==> src/rtl/core/convex_polygon_sat_collision_defines.svh <==
// assertion macros for the polygon separating-axis collision block
`ifndef CONVEX_POLYGON_SAT_COLLISION_DEFINES_SVH
`define CONVEX_POLYGON_SAT_COLLISION_DEFINES_SVH

// same-cycle implication
`define CPSAT_ASSERT_IMP(lbl, clk, rst, ante, cons, msg) \
   lbl: assert property (@(posedge clk) disable iff (rst) (ante) |-> (cons)) else $error(msg);

// next-cycle implication
`define CPSAT_ASSERT_NXT(lbl, clk, rst, ante, cons, msg) \
   lbl: assert property (@(posedge clk) disable iff (rst) (ante) |=> (cons)) else $error(msg);

`endif

==> src/rtl/core/cpsat_pkg.sv <==
// shared types, constants and helpers of the polygon collision block
package cpsat_pkg;

   localparam int DEF_MAX_VERTICES = 16;
   localparam int MIN_VERTICES     = 3;
   localparam int SQRT_STEPS       = 32;
   localparam int DIV_STEPS        = 31;

   // command codes
   localparam logic [1:0] CMD_ADD_A = 2'd0;
   localparam logic [1:0] CMD_ADD_B = 2'd1;
   localparam logic [1:0] CMD_EVAL  = 2'd2;

   // status codes
   localparam logic [1:0] STAT_OK    = 2'd0;
   localparam logic [1:0] STAT_SHORT = 2'd1;
   localparam logic [1:0] STAT_DROP  = 2'd2;

   // polygon select
   localparam logic SIDE_A = 1'b0;
   localparam logic SIDE_B = 1'b1;

   typedef enum logic [4:0] {
      ST_IDLE,
      ST_EDGE_P,
      ST_EDGE_I,
      ST_EDGE_D,
      ST_NORM,
      ST_PROJ_RD,
      ST_PROJ_X,
      ST_PROJ_Y,
      ST_PROJ_S,
      ST_OVL,
      ST_BEST,
      ST_CTR_AX,
      ST_CTR_AY,
      ST_CTR_AS,
      ST_CTR_BX,
      ST_CTR_BY,
      ST_CTR_BS,
      ST_PUSH_X,
      ST_PUSH_Y,
      ST_PUSH_S,
      ST_FINISH
   } sat_state_type;

   typedef enum logic [2:0] {
      N_IDLE,
      N_SHIFT,
      N_SQX,
      N_SQY,
      N_SQRT,
      N_DIVX,
      N_DIVY,
      N_DONE
   } norm_state_type;

   typedef struct packed {
      logic               start;
      logic signed [33:0] dx;
      logic signed [33:0] dy;
   } norm_req_type;

   typedef struct packed {
      logic               done;
      logic               ok;
      logic signed [31:0] ax;
      logic signed [31:0] ay;
   } norm_rsp_type;

   // signed push component with saturation to 32 bits
   function automatic logic signed [31:0] push_sat(input logic [34:0] mag, input logic neg);
      logic signed [31:0] res;
      if (neg) begin
         if (mag > 35'h080000000) res = 32'sh80000000;
         else res = -$signed(mag[31:0]);
      end else begin
         if (mag > 35'h07FFFFFFF) res = 32'sh7FFFFFFF;
         else res = $signed(mag[31:0]);
      end
      return res;
   endfunction

endpackage

==> src/rtl/core/cpsat_norm.sv <==
// iterative unit-axis builder: normalize, isqrt and two restoring divides
module cpsat_norm (
   input  logic                  clock,
   input  logic                  reset,
   input  cpsat_pkg::norm_req_type nreq,
   output cpsat_pkg::norm_rsp_type nrsp
);
   import cpsat_pkg::*;

   norm_state_type     state_ff, state_in;
   logic [33:0]        ux_ff, uy_ff;
   logic               sx_ff, sy_ff, ok_ff;
   logic [63:0]        v_ff, r_ff, bit_ff;
   logic [31:0]        rem_ff;
   logic [29:0]        q_ff;
   logic [4:0]         cnt_ff;
   logic signed [31:0] ax_ff, ay_ff;

   logic [33:0] adx, ady, m;
   logic [30:0] sq_op;
   logic [61:0] sq;
   logic [63:0] trial, sub_a, sub_b, diff;
   logic        ge, in_bit;
   logic [32:0] rem_sh;
   logic [30:0] quo;

   // magnitudes of the incoming direction
   assign adx = nreq.dx[33] ? 34'(-nreq.dx) : 34'(nreq.dx);
   assign ady = nreq.dy[33] ? 34'(-nreq.dy) : 34'(nreq.dy);
   assign m   = (ux_ff > uy_ff) ? ux_ff : uy_ff;

   // squaring multiplier, used once per component
   assign sq_op = (state_ff == N_SQX) ? ux_ff[30:0] : uy_ff[30:0];
   assign sq    = sq_op * sq_op;

   // shared compare/subtract unit for root and divide steps
   assign trial  = r_ff + bit_ff;
   assign in_bit = (cnt_ff == 5'd0) ? ((state_ff == N_DIVX) ? ux_ff[0] : uy_ff[0]) : 1'b0;
   assign rem_sh = {rem_ff, in_bit};
   always_comb begin
      if (state_ff == N_SQRT) begin
         sub_a = v_ff;
         sub_b = trial;
      end else begin
         sub_a = 64'(rem_sh);
         sub_b = 64'(r_ff[31:0]);
      end
   end
   assign ge   = sub_a >= sub_b;
   assign diff = sub_a - sub_b;
   assign quo  = {q_ff, ge};

   // state register
   always_ff @(posedge clock) begin
      if (reset) state_ff <= N_IDLE;
      else state_ff <= state_in;
   end

   // next state
   always_comb begin
      state_in = state_ff;
      case (state_ff)
         N_IDLE: begin
            if (nreq.start) state_in = (adx == '0 && ady == '0) ? N_DONE : N_SHIFT;
         end
         N_SHIFT: begin
            if (m[33:31] == '0 && m[30]) state_in = N_SQX;
         end
         N_SQX: state_in = N_SQY;
         N_SQY: state_in = N_SQRT;
         N_SQRT: begin
            if (cnt_ff == 5'(SQRT_STEPS - 1)) state_in = N_DIVX;
         end
         N_DIVX: begin
            if (cnt_ff == 5'(DIV_STEPS - 1)) state_in = N_DIVY;
         end
         N_DIVY: begin
            if (cnt_ff == 5'(DIV_STEPS - 1)) state_in = N_DONE;
         end
         N_DONE: state_in = N_IDLE;
         default: state_in = N_IDLE;
      endcase
   end

   // datapath
   always_ff @(posedge clock) begin
      case (state_ff)
         N_IDLE: begin
            if (nreq.start) begin
               ux_ff <= adx;
               uy_ff <= ady;
               sx_ff <= nreq.dx[33];
               sy_ff <= nreq.dy[33];
               ok_ff <= !(adx == '0 && ady == '0);
            end
         end
         N_SHIFT: begin
            if (m[33:31] != '0) begin
               ux_ff <= ux_ff >> 1;
               uy_ff <= uy_ff >> 1;
            end else if (!m[30]) begin
               ux_ff <= ux_ff << 1;
               uy_ff <= uy_ff << 1;
            end
         end
         N_SQX: v_ff <= 64'(sq);
         N_SQY: begin
            v_ff   <= v_ff + 64'(sq);
            r_ff   <= '0;
            bit_ff <= 64'(1) << 62;
            cnt_ff <= '0;
         end
         N_SQRT: begin
            if (ge) begin
               v_ff <= diff;
               r_ff <= (r_ff >> 1) + bit_ff;
            end else begin
               r_ff <= r_ff >> 1;
            end
            bit_ff <= bit_ff >> 2;
            cnt_ff <= cnt_ff + 5'd1;
            if (cnt_ff == 5'(SQRT_STEPS - 1)) begin
               rem_ff <= ux_ff[32:1];
               cnt_ff <= '0;
            end
         end
         N_DIVX, N_DIVY: begin
            rem_ff <= ge ? diff[31:0] : rem_sh[31:0];
            q_ff   <= {q_ff[28:0], ge};
            cnt_ff <= cnt_ff + 5'd1;
            if (cnt_ff == 5'(DIV_STEPS - 1)) begin
               cnt_ff <= '0;
               if (state_ff == N_DIVX) begin
                  ax_ff  <= sx_ff ? -$signed(32'(quo)) : $signed(32'(quo));
                  rem_ff <= uy_ff[32:1];
               end else begin
                  ay_ff <= sy_ff ? -$signed(32'(quo)) : $signed(32'(quo));
               end
            end
         end
         default: ;
      endcase
   end

   assign nrsp.done = (state_ff == N_DONE);
   assign nrsp.ok   = ok_ff;
   assign nrsp.ax   = ax_ff;
   assign nrsp.ay   = ay_ff;

endmodule

==> config.mk <==
export PLATFORM = sky130hd
export DESIGN_NAME = cpsat_norm
export DESIGN_NICKNAME = d
export VERILOG_FILES = /design/src/rtl/core/convex_polygon_sat_collision_defines.svh /design/src/rtl/core/cpsat_pkg.sv /design/src/rtl/core/cpsat_norm.sv
export SDC_FILE = /design/constraint.sdc
export NUM_CORES = 2
export LEC_CHECK = 0
export BUFFER_PORTS_ARGS = -buffer_cell sky130_fd_sc_hd__buf_4
export CORE_MARGIN = 10
export CORE_UTILIZATION = 40
export DETAILED_ROUTE_END_ITERATION = 7
export GPL_TIMING_DRIVEN = 0
export PLACE_DENSITY_LB_ADDON = 0.08
export SYNTH_ARGS = -nofsm -noshare
export SYNTH_HDL_FRONTEND = slang
export SYNTH_SLANG_ARGS = --single-unit
==> constraint.sdc <==
create_clock -name clock -period 13.5 [get_ports clock]
set_input_delay 2.025 -clock clock [delete_from_list [all_inputs] [get_ports clock]]
set_output_delay 2.025 -clock clock [all_outputs]
set_load 0.05 [all_outputs]
* Word-level counts from Yosys, hierarchy flattened *
Index checks and enable logic that the tools add are counted.

word-level totals
  flip-flop bits (word level) = 397
  input port bits = 71
  output and inout port bits = 66
  word-level logic and storage cells = 104

cells by class
  add/subtract/negate cells = 8
  $mul = 1
  order comparisons = 2
  equal/unequal tests = 16
  muxes and demuxes = 38
  bitwise operators = 1
  reductions and logical operators = 22

operator list
  cell                                  number
  2-to-1 mux 34 bit                     9
  2-to-1 mux 64 bit                     4
  case mux 64 bit (2 select lines)      2
  case mux 64 bit (3 select lines)      1
  case mux 34 bit (2 select lines)      2
  2-to-1 mux 32 bit                     4
  2-to-1 mux 31 bit                     3
  zero test 34 bit                      2
  negator 34 bit                        2
  adder 63 x 64 -> 64 bit               1
  adder 64 x 62 -> 64 bit               1
  adder 64 bit                          1
  >= comparator 64 bit                  1
  case mux 32 bit (2 select lines)      1
  subtractor 64 bit                     1
  multiplier 31 x 31 -> 62 bit          1
  > comparator 34 bit                   1
  negator 31 -> 32 bit                  1
  case mux 3 bit (8 select lines)       1
  2-to-1 mux 3 bit                      6
  case mux 5 bit (3 select lines)       1
  == test 3 bit, second input constant  4
  == test 5 bit, second input constant  2
  2-to-1 mux 5 bit                      2
  other kinds (18)                      34

* Depth between registers and ports, before layout *
  word-level depth = 9
  mapped depth = 49
  gate-level depth less buffers = 44

* Worst setup path before layout *
Ideal clock, no wire load.

  path kind = flip-flop to flip-flop
  start point = register state_ff[1]
  end point = register v_ff[60] (data pin)
  arrival time = 11.352 ns
  path slack = 1.888 ns
  cell stages (with the launch flop) = 45
  path buffers = 5
  period minus slack after synthesis = 11.612 ns
  path through = dfxtp_1 clkbuf_1 nand2b_1 nor2_1 clkbuf_1 mux2i_1 clkbuf_1 clkbuf_1 nor2_1 fa_1 fa_1 fa_1 inv_1 fa_1 inv_1 fa_1 inv_1 fa_1 (+9 left out) a21o_1 a21oi_1 nor2_1 a311o_1 xor2_1 ha_1 clkbuf_1 a21oi_1 o21ai_0 a211oi_1 nor2_1 o41ai_1 a31oi_1 a31oi_1 nor3_1 a211oi_1 xnor2_1 a221o_1

between the ends
  longest elaborated chain between the ends = 7

RTL lines
  what                                                                             line               RTL
  start, declared                                                                  cpsat_norm.sv:10   norm_state_type state_ff, state_in;
  start signal, assigned                                                           cpsat_norm.sv:56   else state_ff <= state_in;
  parallel branches: the longest is 6 deep, another holds adder 64 x 62 -> 64 bit  --
  case mux 64 bit (3 select lines) *                                               cpsat_norm.sv:87   case (state_ff)
  end signal, assigned                                                             cpsat_norm.sv:106  N_SQX: v_ff <= 64'(sq);
  end signal, assigned                                                             cpsat_norm.sv:108  v_ff <= v_ff + 64'(sq);
  end signal, assigned                                                             cpsat_norm.sv:115  v_ff <= diff;
  end, declared                                                                    cpsat_norm.sv:13   logic [63:0] v_ff, r_ff, bit_ff;

Mark *: on every way between the ends. The select of a mux whose other input is x is not followed.
A chain may end at the register's enable or synchronous reset.

* Final worst setup path *
  start point = register state_ff[1]
  end point = register v_ff[61] (data pin)

Same word-level chain as after synthesis.

==> metrics.md <==
| Metric | Value |
|---|---|
| Outcome | complete, but fails checks |
| Violated checks | max-capacitance violations, max-slew violations |
| Worst-margin pin slew | 1.53 ns |
| Initial antenna violation count | 9 |
| Post-synthesis sequential area ratio | between 10% and 20% |
| DR vias | 50.2k |
| Critical path required time | 13.84 ns |
| Post-DRT Antenna Nets | 0 |
| First-pass GRT wire length | about 330 mm |
| Final #Nets | 8227 |
| H-tree Lvls | 2 |
| Pre-CTS WS | -2.54 ns |
| I/O pin count | about 140 |
| Fin Clk Skew | 0.0309 ns |
| Clock Latency Late Sink | 0.62 ns |
| Vias in the first global route | roughly 50k |
| Ys flop type | edfxtp_1 |
| Reg2Reg Depth | 40 |
| Library cells used by synthesis | 83 |
| Total GRT Usage | a little over a quarter |
| Min-delay worst type | reg2reg |
| Maximum number of pins on one net before global-route repair | 90 |
| Syn Area/Cell | 8.78 um2 |
| CP startpoint kind | flop |
| FILL cells | 14.6k |
| Final WS setup | 0.207 ns |
| Layout area overhead | 9.62% |
| Rel. slew slack | -2.55% |
| CP endpoint kind | flop |
| Slowest CP cell | or4_1 |
| Crit-path max cell delay | 0.70 ns |
| Critical path startpoint | state_ff[1] |
| CTS tree | built |
| Clock Tree Buf Depth | 3 |
| Worst reg2reg endpoint | v_ff[61] |
| Tcrit/Tclk final | 98.5% |
| Synth Register Bits | 365 |
| Root Buffer | clkbuf_16 |
| Remaining DRCs | 0 |
| Min Tclk post-route | 13.29 ns |
| IO buf count | 132 |
| Most frequent CP cell | fa_1 |
| Worst reg2reg path startpoint | state_ff[1] |
| Total congestion overflow | 0 |
| Worst EP arrival | ~14 ns |
| Placer congestion estimate | 0.982 |
| Crit Path Class | reg2reg |
| Crit-path max FO | 10 |
| Hpwl dp | 186 mm |
| Die H | 404 um |
| Post-synth EDFFs | 362 |
| Final Hold Viols | 0 |
| Total Wirelength | 224 mm |
| Wire per inst | between 20 and 30 um |
| Fraction of final layout cells sized beyond drive strength 1 | 5.40% |
| Mapped Nets | 8029 |
| Die width | 404 um |
| CORE AREA | 146000 um2 |
| Cell Area, Synth | 58900 um2 |
| Cts bufs inserted | 45 |
| YS warnings | 0 |
| DR iter-0 viols | roughly 4.6k |
| DRT Pass-1 Iters | 8 |
| Die outline area | 163000 um2 |
| Crit path capture | v_ff[61] |
| Initial Util | 40.3% |
| Async S/R FF share, synth | 0% |
| Final Setup Violations | 0 |
| R2R Setup Slk | 0.21 ns |
| Drt via density | between 5 and 6 |
| Pins Over Slew Limit | 10 |
| Number of diodes | 0 |
| Reg clk slew, reported paths | 0.06 ns |
| Clock Sinks | 365 |
| # rows | 140 |
| Max Cap Viol | 1 |
| Post-Syn Instances | 6707 |
| Fmax | roughly 75 MHz |
-- cells by family (layout without fill, tap and decap cells) --
kind of cell,after synthesis,count (layout),synth area share (%)
adders and majority gates,1252,1252,36.1
DFF,365,365,18.6
AOI/OAI and AO/OA,1295,1295,13.8
buffers and inverters,1299,1533,8.30
and+or+nand+nor,1940,1940,14.6
xor gates and xnor gates,430,430,6.40
muxes,126,126,2.15
-- per-stage QoR --
stage / cell area, um2 / utilization, % / setup TNS, ns / std cells / hold slack, ns
3_5_place_dp: 62700 / 43.0 / -42.60 / 8778 / 0.435
3_3_place_gp: 62300 / 42.7 / -109.64 / 8756 / 0.433
2_1_floorplan: 58900 / - / 0 / 6707 / 0.424
4_1_cts: 64400 / 44.1 / 0 / 8858 / 0.453
5_1_grt: 64500 / 44.2 / -0.155 / 8858 / 0.469
6_report: 64500 / 44.2 / 0 / 8858 / 0.448
-- placed cells by master, fill, tap and decap left out, types with 19 or more instances in the layout --
master,n
nand2_1,827
and2_1,19
o21ai_0,325
nand3_1,94
xnor2_1,250
o21bai_1,54
edfxtp_1,362
clkbuf_1,230
a211oi_1,46
ha_1,506
nor3_1,72
a21oi_1,327
fa_1,745
o21a_1,32
nand2b_1,40
a31oi_1,71
clkbuf_2,28
and3_1,94
nor2_1,545
clkbuf_16,46
inv_1,1005
mux2i_1,109
buf_4,138
a22oi_1,40
o31ai_1,32
a21o_1,144
or3_1,33
nand4_1,73
nor2b_1,40
xor2_1,175
-- synth_stat cells (46+ instances only) --
master,n,area (um2)
inv_1,1007,3780
nand2_1,827,3100
fa_1,745,14900
nor2_1,552,2070
ha_1,506,6330
edfxtp_1,362,10900
o21ai_0,334,1670
a21oi_1,333,1670
clkbuf_1,260,976
xnor2_1,253,2220
xor2_1,177,1550
a21o_1,144,1080
mux2i_1,124,1240
nand3_1,95,475
and3_1,94,588
a31oi_1,74,463
nor3_1,74,370
nand4_1,73,457
o21bai_1,54,405
a211oi_1,46,345
-- what timing repair did --
action | CTS | global route
buffers inserted | 0 | 2
resized for setup | 90 | 37
hold buffers | 0 | 0
endpoints found under the hold margin | 0 | 0
pin swaps | 0 | 1
endpoints found under the setup margin | 30 | 14
gates cloned | 0 | 0
-- flip-flops by register name, indices dropped and copies added, names as in the netlist --
signal,flops
sy_ff,1
state_ff,3
ux_ff,34
rem_ff,32
cnt_ff,5
q_ff,30
v_ff,64
bit_ff,32
r_ff,64
uy_ff,34
ay_ff,32
ax_ff,32
ok_ff,1
sx_ff,1
-- final cells by class --
type | instances | area, um2 | share of cell area, %
Timing Repair Buffer | 156 | 1330 | 2.06
Sequential cell | 365 | 10900 | 16.9
Inverter | 1017 | 3840 | 5.95
Clock buffer | 58 | 1200 | 1.85
Buffer | 277 | 1160 | 1.79
Clock inverter | 25 | 265 | 0.411
Multi-Input combinational cell | 5043 | 43400 | 67.3
Tap cell | 1917 | 2400 | 3.72
-- how the worst min path moves through the flow --
stage / from / endpoint / slack [ns] / cells past startpoint
2_1_floorplan: q_ff[12] / q_ff[13] / 0.42 / 0
3_5_place_dp: q_ff[12] / q_ff[13] / 0.44 / 0
6_report: q_ff[12] / q_ff[13] / 0.45 / 0
3_3_place_gp: q_ff[12] / q_ff[13] / 0.43 / 0
5_1_grt: q_ff[22] / q_ff[23] / 0.47 / 0
4_1_cts: q_ff[12] / q_ff[13] / 0.45 / 0
-- layer usage --
layer / wire length (um) / track usage [%] / up-vias / share of wire [%]
li1: - / - / 22800 / -
met1: 102000 / 39.5 / 25000 / 46
met2: 95600 / 40.5 / 2015 / 43
met3: 18500 / 4.31 / 317 / 8.2
met4: 7930 / 7.92 / 2 / 3.5
met5: 10 / 0 / - / 0.0045
-- worst max-delay path: cells and delay by family (launching register included) --
kind	cells	cell delay (ns)
adder cells (fa/ha/maj)	10	4.80
AND/OR/NAND/NOR	12	3.35
buffers and inverters	8	1.93
AO/OA/AOI/OAI	8	1.89
XOR/XNOR	2	0.53
flip-flops	1	0.47
Power is not shown: default switching activity piles up to over one toggle a cycle in this logic, so the estimate is an artifact.
